## src/design/assert_macros.svh

```systemverilog
// ---------------------------------------------------------------------------
// Assertion macros
// Clocked on clk_i, disabled while rst_ni is low.
// ---------------------------------------------------------------------------
`ifndef ASSERT_MACROS_SVH
`define ASSERT_MACROS_SVH

// Property must hold at every clock edge out of reset
`define DTPW_ASSERT(name, prop, msg) \
  name: assert property (@(posedge clk_i) disable iff (!rst_ni) prop) else $error(msg);

// Expression must never be true out of reset
`define DTPW_NEVER(name, expr, msg) \
  name: assert property (@(posedge clk_i) disable iff (!rst_ni) !(expr)) else $error(msg);

`endif

```

## src/design/dtpw_pkg.sv

```systemverilog
// ---------------------------------------------------------------------------
// dtpw_pkg
// Types and constants shared by the depth test and pixel write block.
// ---------------------------------------------------------------------------
package dtpw_pkg;

  // Command codes of the fragment channel
  typedef enum logic [1:0] {
    OP_FRAGMENT    = 2'd0,
    OP_CLEAR_DEPTH = 2'd1,
    OP_CLEAR_COLOR = 2'd2,
    OP_READ        = 2'd3
  } dtpw_op_e;

  // Controller states
  typedef enum logic [2:0] {
    ST_INIT,
    ST_IDLE,
    ST_READ,
    ST_CHECK,
    ST_CLR_DEPTH,
    ST_CLR_COLOR,
    ST_PUSH
  } dtpw_state_e;

  // Register map (index taken from paddr[2])
  localparam logic REG_FRAME_WIDTH  = 1'b0;
  localparam logic REG_FRAME_HEIGHT = 1'b1;

  localparam int unsigned APB_ADDR_W = 3;
  localparam int unsigned FRAME_W    = 9;
  // Wide enough for the largest store dimension and for a 9-bit frame size
  localparam int unsigned DIM_W      = 13;

  // Most negative Q16.16 value, stands for negative infinity
  localparam logic [31:0] DEPTH_NEG_INF = 32'h8000_0000;

  typedef struct packed {
    dtpw_op_e           cmd;
    logic [7:0]         pos_x;
    logic [7:0]         pos_y;
    logic signed [31:0] frag_depth;
    logic [31:0]        color_in;
  } dtpw_frag_t;

  typedef struct packed {
    logic        passed;
    logic [31:0] pixel_color;
    logic        status;
  } dtpw_res_t;

  // Controller to datapath
  typedef struct packed {
    logic capture;
    logic rd_en;
    logic check;
    logic fill_depth;
    logic fill_color;
    logic fill_init;
    logic push;
  } dtpw_ctl_t;

  // Datapath to controller
  typedef struct packed {
    dtpw_op_e op;
    logic     in_frame;
    logic     sweep_last;
    logic     out_free;
  } dtpw_sts_t;

endpackage

```

## src/design/dtpw_ctrl.sv

```systemverilog
// ---------------------------------------------------------------------------
// dtpw_ctrl
// Sequencer: reset sweep, command decode, read-check-write and clear sweeps.
// ---------------------------------------------------------------------------
`include "assert_macros.svh"

module dtpw_ctrl (
  input  logic                clk_i,
  input  logic                rst_ni,
  input  logic                in_valid_i,
  output logic                in_ready_o,
  input  dtpw_pkg::dtpw_sts_t sts_i,
  output dtpw_pkg::dtpw_ctl_t ctl_o
);

  dtpw_pkg::dtpw_state_e state_q, state_d;

  always_ff @(posedge clk_i or negedge rst_ni) begin
    if (!rst_ni) begin
      state_q <= dtpw_pkg::ST_INIT;
    end else begin
      state_q <= state_d;
    end
  end

  always_comb begin
    state_d = state_q;
    case (state_q)
      dtpw_pkg::ST_INIT: begin
        if (sts_i.sweep_last) state_d = dtpw_pkg::ST_IDLE;
      end
      dtpw_pkg::ST_IDLE: begin
        if (in_valid_i) begin
          case (sts_i.op)
            dtpw_pkg::OP_FRAGMENT,
            dtpw_pkg::OP_READ: begin
              state_d = sts_i.in_frame ? dtpw_pkg::ST_READ : dtpw_pkg::ST_PUSH;
            end
            dtpw_pkg::OP_CLEAR_DEPTH: state_d = dtpw_pkg::ST_CLR_DEPTH;
            dtpw_pkg::OP_CLEAR_COLOR: state_d = dtpw_pkg::ST_CLR_COLOR;
            default:                  state_d = dtpw_pkg::ST_IDLE;
          endcase
        end
      end
      dtpw_pkg::ST_READ:  state_d = dtpw_pkg::ST_CHECK;
      dtpw_pkg::ST_CHECK: state_d = dtpw_pkg::ST_PUSH;
      dtpw_pkg::ST_CLR_DEPTH,
      dtpw_pkg::ST_CLR_COLOR: begin
        if (sts_i.sweep_last) state_d = dtpw_pkg::ST_PUSH;
      end
      dtpw_pkg::ST_PUSH: begin
        if (sts_i.out_free) state_d = dtpw_pkg::ST_IDLE;
      end
      default: state_d = dtpw_pkg::ST_INIT;
    endcase
  end

  always_comb begin
    ctl_o      = '0;
    in_ready_o = 1'b0;
    case (state_q)
      dtpw_pkg::ST_INIT: ctl_o.fill_init = 1'b1;
      dtpw_pkg::ST_IDLE: begin
        in_ready_o    = 1'b1;
        ctl_o.capture = in_valid_i;
      end
      dtpw_pkg::ST_READ:      ctl_o.rd_en      = 1'b1;
      dtpw_pkg::ST_CHECK:     ctl_o.check      = 1'b1;
      dtpw_pkg::ST_CLR_DEPTH: ctl_o.fill_depth = 1'b1;
      dtpw_pkg::ST_CLR_COLOR: ctl_o.fill_color = 1'b1;
      dtpw_pkg::ST_PUSH:      ctl_o.push       = sts_i.out_free;
      default: ;
    endcase
  end

  `DTPW_ASSERT(a_clear_depth_starts,
    (state_q == dtpw_pkg::ST_IDLE && in_valid_i && sts_i.op == dtpw_pkg::OP_CLEAR_DEPTH)
      |=> (state_q == dtpw_pkg::ST_CLR_DEPTH),
    "clear depth transfer did not start a sweep")
  `DTPW_ASSERT(a_sweep_ends,
    ((state_q == dtpw_pkg::ST_CLR_DEPTH || state_q == dtpw_pkg::ST_CLR_COLOR)
      && sts_i.sweep_last) |=> (state_q == dtpw_pkg::ST_PUSH),
    "clear sweep did not end in result push")

endmodule

```

## config.mk

```make
export PLATFORM = sky130hd
export DESIGN_NAME = dtpw_ctrl
export DESIGN_NICKNAME = d
export VERILOG_FILES = /design/src/design/dtpw_pkg.sv /design/src/design/dtpw_ctrl.sv
export VERILOG_INCLUDE_DIRS = /design/src /design/src/design
export SDC_FILE = /design/constraint.sdc
export NUM_CORES = 1
export LEC_CHECK = 0
export BUFFER_PORTS_ARGS = -buffer_cell sky130_fd_sc_hd__buf_2
export CAP_MARGIN = 15
export CORE_AREA = 10 10 47 49
export CTS_CLUSTER_SIZE = 30
export DETAILED_ROUTE_END_ITERATION = 10
export DIE_AREA = 0 0 57 59
export MAX_ROUTING_LAYER = met4
export RECOVER_POWER = 100
export SYNTH_ARGS = -nofsm -noshare
export SYNTH_HDL_FRONTEND = slang
export SYNTH_SLANG_ARGS = --single-unit
```

## constraint.sdc

```tcl
create_clock -name clk_i -period 1.45 [get_ports clk_i]
set_input_delay 0.0725 -clock clk_i [delete_from_list [all_inputs] [get_ports clk_i]]
set_output_delay 0.0725 -clock clk_i [all_outputs]
set_load 0.01 [all_outputs]
```

== Yosys cells after proc, flatten, opt, wreduce, memory -nomap -nowiden ==
Cells that the tools add are included.

* Register bits after elaboration: 3
* Input bits: 8
* Output and inout bits: 8
* Logic and storage cells: 34

* Equality and inequality tests: 13
* Multiplexer cells: 15
* Reductions and logical operators: 5

{| class="wikitable"
|+ Operators by type and width
! cell !! count
|-
| 3-bit case mux with 6 select lines || 1
|-
| 3-bit 2-to-1 mux || 5
|-
| 3-bit == test, second input constant || 3
|-
| 3-bit case mux with 3 select lines || 1
|-
| 1-bit 2-to-1 mux || 8
|-
| 2-bit != test, second input constant || 4
|-
| 3-bit by 2-bit == test with 1-bit output, second input constant || 2
|-
| 2-bit == test, second input constant || 2
|-
| 4-bit AND reduction || 1
|-
| 2-bit OR reduction || 2
|-
| 3-bit by 1-bit == test with 1-bit output, second input constant || 1
|-
| 3-bit zero test || 1
|-
| 2-bit by 1-bit == test with 1-bit output, second input constant || 1
|-
| 2-bit zero test || 1
|}

== Logic depth before layout (Yosys ltp) ==
Gate-level depths: netlist of the first run.

* Word-level depth: 5
* Gate-level depth with buffers: 5
* Gate-level depth less buffers: 5

== Worst setup path after synthesis of the first run ==
OpenSTA, ideal clock, no wires.

* Kind: flip-flop to flip-flop
* Start: register state_q[2]
* End: register state_q[0]
* Setup time: 0.095 ns
* Arrival: 1.347 ns
* Required time: 1.355 ns
* Setup slack: 0.008 ns
* Stages on the path, launching flop included: 5
* Path buffers: 1
* Period minus slack after synthesis: 1.442 ns
* Cells stage by stage: dfrtp_1 -> buf_6 -> nor3b_1 -> or4_1 -> o31ai_1

* Longest elaborated chain between the ends: 4
* Elaborated cells between the ends (all ways): 14
* Those cells by class: eq/ne: 10; mux: 1; reduce/logical: 3

{| class="wikitable"
|+ RTL lines
! element !! line !! text
|-
| start, declared || dtpw_ctrl.sv:16 || <nowiki>dtpw_pkg::dtpw_state_e state_q, state_d;</nowiki>
|-
| start signal, assigned || dtpw_ctrl.sv:20 || <nowiki>state_q <= dtpw_pkg::ST_INIT;</nowiki>
|-
| start signal, assigned || dtpw_ctrl.sv:22 || <nowiki>state_q <= state_d;</nowiki>
|-
| 3-bit == test || dtpw_ctrl.sv:28 || <nowiki>case (state_q)</nowiki>
|-
| 2-bit OR reduction || dtpw_ctrl.sv:28 ||
|-
| 2-bit != test (no line) || - ||
|-
| 4-bit AND reduction (no line) || - ||
|}

Parallel ways exist; a longest one is shown, timed or not.
A chain may end at the register's enable or synchronous reset.

== Worst setup path in the final report of the first run ==
Same ends and word-level chain as after synthesis.

==> results.json, run 1 <==
{
  "topRoutingLayerUsed": "met4",
  "p_seq_share_pct": 20.1,
  "skew_ns": 0.000330,
  "drc": 0,
  "insertedDiodeCount": 0,
  "synthFlopType": "dfrtp_1",
  "rsz0062_at_grt": "yes",
  "async_flop_share_pct": 100,
  "syn_area_um2": 278,
  "core_mm2": 0.00140,
  "cts.clk_slew.worst_paths_ns": 0.04,
  "drv_cap": 0,
  "synth.distinct_cells": 20,
  "initial_core_util_pct": 19.8,
  "top_regs": "state_q (3)",
  "rrSetupSlack_ns": 0.006,
  "endpoint_kind": "flip-flop",
  "synthTopCellsByArea": "dfrtp_1 (27%), nor3_1 (7.2%), o21ai_0 (7.2%)",
  "via_count": 349,
  "worstSetupPathType": "flip-flop to flip-flop",
  "firstDrtPassIters": 4,
  "initialDrtViolationCount": 2,
  "largest_reg_flops": 3,
  "grt-ovfl-total": 0,
  "regMostFlops": "state_q",
  "hold_viol": 0,
  "startpoint_type": "flip-flop",
  "tns_ns": 0,
  "wl_met3_um": 39,
  "p_leak_nw": 0.210,
  "layout_min_cycle_time_ns": 1.44,
  "synth-edff-count": 0,
  "syn_nets": 46,
  "clock_latency_ns": 0.24,
  "dpl.hpwl_um": 687,
  "root_buffer": "clkbuf_4",
  "pwr-share-comb_pct": 64.5,
  "ctsHtreeMaxLevel": 1,
  "area_growth_pct": 61.3,
  "status": "completed",
  "ant_nets": 0,
  "yosysSeqAreaShare_pct": 27.0,
  "yosys_warnings": 0,
  "place_congestion": 0.836,
  "power.internal_mw": 0.551,
  "synth_common_cells": "nand2_1 (4), nor3_1 (4), o21ai_0 (4), dfrtp_1 (3)",
  "die_h_um": 59,
  "drive_gt1_share_pct": 38.3,
  "switchingPower_mw": 0.412,
  "drv_slew": 0,
  "die_area_mm2": 0.00336,
  "grtUsageTotal_pct": 5.28,
  "portBuffers": 15,
  "hold_class": "primary input to flip-flop",
  "io_pins": 16,
  "fmax_mhz": 693,
  "wl_per_cell_um": 11.1,
  "syn_inst": 37,
  "vias_per_cell": 4.59,
  "tightest_slew_ns": 0.366,
  "grt_max_degree": 9,
  "clkSinkCount": 3,
  "cp.arrival_ns": 1.58,
  "wl_met2_um": 373,
  "synth-seq-cells": 3,
  "yosysTopAreaCellShare_pct": 27.0,
  "antenna_found_initial": 0,
  "maxSlewHeadroom_pct": 75.3,
  "cts_buffer_depth": 2,
  "post-route-period-util_pct": 99.6,
  "synth_top_area_cell": "dfrtp_1",
  "num-nets-final": 70,
  "die_w_um": 57,
  "grt_pass1_vias": 347,
  "ir_worst_vdd_mv": 0.778,
  "rows": 14,
  "cts_buffers": 3,
  "syn_area_per_cell_um2": 7.51,
  "sw_frac_of_total_pct": 42.8,
  "crit_fanout": 6,
  "setup_viol": 0,
  "critPathRequiredTime_ns": 1.59,
  "utilization_pct": 32.0,
  "wl_um": 847,
  "powerDensity_mw_per_mm2": 2150,
  "nFillCells": 168,
  "drt-met1-wl_um": 426,
  "pwr-share-clk_pct": 15.5,
  "cts_tree": "yes",
  "grt_pass1_wl_um": 1410
}
==> layer usage <==
layer	global-route usage, %	vias up
li1	-	175
met1	6.39	155
met2	6.82	16
met3	1.93	3
met4	4.03	0
met5	-	-
==> area by class of cell <==
| class | instances | area [µm²] | area share, % |
|---|---|---|---|
| Clock buffer | 4 | 26.3 | 5.87 |
| Inverter | 2 | 7.51 | 1.68 |
| Multi-Input combinational cell | 29 | 196 | 43.9 |
| Sequential cell | 3 | 75.1 | 16.8 |
| Tap cell | 16 | 20.0 | 4.47 |
| Timing Repair Buffer | 22 | 123 | 27.4 |
==> kinds of logic after synthesis <==
kind of cell / share of synthesized area (%)
compound gates: 18.9
fa+ha+maj: 4.50
buf+inv: 10.8
flops: 27.0
simple gates: 38.7
==> worst paths after layout <==
| check | cells after the start | endpoint | startpoint |
|---|---|---|---|
| min in group asynchronous | 2 | state_q[0] | rst_ni |
| max reg2reg | 3 | state_q[0] | state_q[2] |
| max in group asynchronous | 2 | state_q[1] | rst_ni |
| min reg2reg | 3 | state_q[1] | state_q[2] |
| min | 3 | state_q[2] | in_valid_i |
| max | 3 | state_q[0] | state_q[2] |
==> cells in the final DEF (no fill, tap or decap), drive strengths merged <==
cell type    netlist  layout
nand2              4       4
nor4b              1       1
ha                 1       1
nor2b              2       2
o31ai              2       2
dfrtp              3       3
buf                2      15
dlygate4sd3        0       1
or4                1       1
a21boi             1       1
clkbuf             1      10
nand2b             1       1
nor4bb             1       1
inv                2       2
a21oi              2       2
nor3b              1       1
o21ai              4       4
nor2               2       2
nor3               4       4
and2               2       2
==> through the flow <==
step | hold WS [ns] | instance area [µm²] | power, mW | worst slack, ns | cells
finish | 0.146 | 448 | 0.963 | 0.00639 | 76
global route | 0.181 | 448 | 1.07 | -0.0501 | 76
CTS | 0.149 | 433 | 0.926 | 0.0104 | 75
detailed placement | -0.129 | 388 | 0.728 | -0.0274 | 70
global placement | -0.129 | 388 | 0.724 | 0.0117 | 70
floorplan | -0.223 | 278 | 0.532 | 0.00806 | 37
==> worst max-delay path: stages, from the launching register on <==
cell,delay [ns]
dfrtp_1,0.41
nor3b_1,0.17
or4_4,0.53
o31ai_2,0.24
==> power by group through the flow <==
stage / clock (mW) / combinational, mW / sequential [mW]
after global placement: 0 / 0.530 / 0.193
after global routing: 0.170 / 0.693 / 0.203
after floorplan: 0 / 0.376 / 0.156
after CTS: 0.158 / 0.574 / 0.194
after detailed placement: 0 / 0.534 / 0.194
final: 0.149 / 0.621 / 0.193
==> what timing repair did <==
action,CTS,global route
endpoints found under the hold margin,3,0
buffers inserted,0,1
pin swaps,0,1
setup endpoints to repair,1,5
hold buffers,1,0
resized for setup,2,3
(Power assumes the default switching activity.)
==> inputs of run 2 (changes only) <==
ABC_AREA = 1   (was not set)
CAP_MARGIN = 0   (was 15)
clock period = 1.3 ns   (was 1.45 ns; I/O delays follow)
==> run 2 against run 1 <==
Clock power increased by 15%; synthesized cell count rose by 30%; utilization down 0.63 points; critical path depth unchanged; final cell count up 13%; non-clock buffer count is 3 lower; global-route usage about the same; first-iteration DRC count is 100% higher; sequential power is 26% higher; combinational power increased by 4.7%; largest power group unchanged.
==> results.json, run 2 <==
{
  "tns_ns": 0,
  "tightest_slew_ns": 0.223,
  "wl_um": 897,
  "synth-seq-cells": 3,
  "synth_common_cells": "nand2_1 (16), nor2_1 (6), inv_1 (5), nand3_1 (4)",
  "mostFrequentLayoutCell": "nand2_1",
  "yosysSeqAreaShare_pct": 25.8,
  "yosys_warnings": 0,
  "post-route-period-util_pct": 95.1,
  "layout_min_cycle_time_ns": 1.24,
  "die_area_mm2": 0.00336,
  "core_mm2": 0.00140,
  "ctsHtreeMaxLevel": 1,
  "endpoint_kind": "output port",
  "syn_nets": 57,
  "path_cells": "inv_2 > nor4_1 > buf_2",
  "syn_area_um2": 292,
  "regMostFlops": "state_q",
  "max_stage_delay_ns": 0.42,
  "top_regs": "state_q (3)",
  "drv_cap": 0,
  "wl_per_cell_um": 10.4,
  "grt-ovfl-total": 0,
  "crit_buf_inv": 2,
  "wl_met3_um": 69,
  "io_pins": 16,
  "syn_area_per_cell_um2": 6.07,
  "cts.clk_slew.worst_paths_ns": 0.04,
  "topRoutingLayerUsed": "met4",
  "placed_cell_area_um2": 379,
  "grt_max_degree": 10,
  "layout.cells.most_common_list": "nand2_1 (16), buf_2 (13), nor2_1 (6)",
  "synth.distinct_cells": 15,
  "dpl.hpwl_um": 687,
  "place_congestion": 0.851,
  "setup_viol": 0,
  "async_flop_share_pct": 100,
  "yosysTopAreaCellShare_pct": 25.8,
  "die_h_um": 59,
  "startpoint_type": "flip-flop",
  "clkSinkCount": 3,
  "num-nets-final": 80,
  "cts_tree": "yes",
  "drive_gt1_share_pct": 41.4,
  "grt_pass1_wl_um": 1300,
  "synth-edff-count": 0,
  "drt-met1-wl_um": 392,
  "syn_inst": 48,
  "ir_worst_vdd_mv": 0.714,
  "synthFlopType": "dfrtp_1",
  "place_ws_ns": 0.166,
  "hold_class": "primary input to async pin",
  "placedCellCount": 78,
  "hold_viol": 0,
  "fin_ws_ns": 0.0642,
  "skew_ns": 0.00469,
  "firstDrtPassIters": 4,
  "wl_met2_um": 414,
  "cts_buffer_depth": 2,
  "fin_cells": 86,
  "crit_family": "flip-flops",
  "synthTopCellsByArea": "dfrtp_1 (26%), nand2_1 (21%), nor2_1 (7.7%)",
  "utilization_pct": 31.3,
  "drv_slew": 0,
  "via_count": 369,
  "synth.most_common_cell": "nand2_1",
  "status": "completed",
  "grt_pass1_vias": 337,
  "ant_nets": 0,
  "rows": 14,
  "antenna_found_initial": 0,
  "nFillCells": 171,
  "initialDrtViolationCount": 4,
  "insertedDiodeCount": 0,
  "worst_path_max_delay_cell": "dfrtp_2",
  "vias_per_cell": 4.29,
  "crit_fanout": 6,
  "worstSetupPathType": "flip-flop to output port",
  "root_buffer": "clkbuf_4",
  "critPathRequiredTime_ns": 1.24,
  "die_w_um": 57,
  "maxSlewHeadroom_pct": 85.0,
  "initial_core_util_pct": 20.8,
  "portBuffers": 15,
  "fmax_mhz": 809,
  "cts_buffers": 3,
  "powerDensity_mw_per_mm2": 2430,
  "area_growth_pct": 50.6,
  "drc": 0,
  "synth_top_area_cell": "dfrtp_1",
  "clock_latency_ns": 0.24,
  "p_leak_nw": 0.271,
  "design_area_um2": 439,
  "grtUsageTotal_pct": 5.25,
  "largest_reg_flops": 3,
  "cp.arrival_ns": 1.17
}
[run 2: cell families (layout without fill, tap and decap cells)]
logic type | Yosys count | count (layout) | share of synthesized area (%)
and+or+nand+nor | 34 | 34 | 53.6
buffers and inverters | 9 | 31 | 12.9
DFF | 3 | 3 | 25.8
adders and majority gates | 1 | 1 | 4.29
AOI/OAI and AO/OA | 1 | 1 | 3.43
[run 2: final timing paths]
check                           start          to  slack (ns)  cells past startpoint
max                        state_q[1]    ctl_o[0]        0.06                      3
max reg2reg                state_q[2]  state_q[2]        0.13                      8
min reg2reg                state_q[2]  state_q[2]        0.57                      2
min in group clk_i           sts_i[0]  state_q[1]        0.17                      4
max in group asynchronous      rst_ni  state_q[2]        0.98                      2
min                            rst_ni  state_q[1]        0.15                      2
[run 2: layout make-up]
| class | count | area, µm² | area share (%) |
|---|---|---|---|
| Multi-Input combinational cell | 36 | 179 | 40.7 |
| Timing Repair Buffer | 19 | 105 | 23.9 |
| Sequential cell | 3 | 78.8 | 17.9 |
| Inverter | 8 | 30.0 | 6.84 |
| Clock buffer | 4 | 26.3 | 5.98 |
| Tap cell | 16 | 20.0 | 4.56 |
[run 2: what timing repair did]
| item | 4_1_cts | 5_1_grt |
|---|---|---|
| hold endpoints to repair | 3 | 0 |
| hold buffers | 1 | 0 |
| gates resized for setup | 1 | 2 |
| setup endpoints to repair | 1 | 2 |
| pin swaps | 0 | 1 |
| buffers inserted | 0 | 3 |
[run 2: metrics by stage]
step / total power [mW] / hold WS (ns)
finish: 1.07 / 0.154
global route: 1.17 / 0.185
CTS: 0.994 / 0.149
detailed placement: 0.814 / -0.139
global placement: 0.812 / -0.138
floorplan: 0.655 / -0.231
[run 2: power breakdown]
| part | total (mW) | switching (mW) | internal, mW |
|---|---|---|---|
| Combinational | 0.650 | 0.377 | 0.273 |
| Sequential | 0.244 | 0.0925 | 0.152 |
| Clock | 0.171 | 0.0559 | 0.116 |
| Total | 1.07 | 0.525 | 0.540 |
[run 2: layer usage]
metal | vias to the layer above | track usage, %
li1 | 193 | -
met1 | 154 | 5.83
met2 | 20 | 6.36
met3 | 2 | 2.15
met4 | 0 | 6.04
met5 | - | -
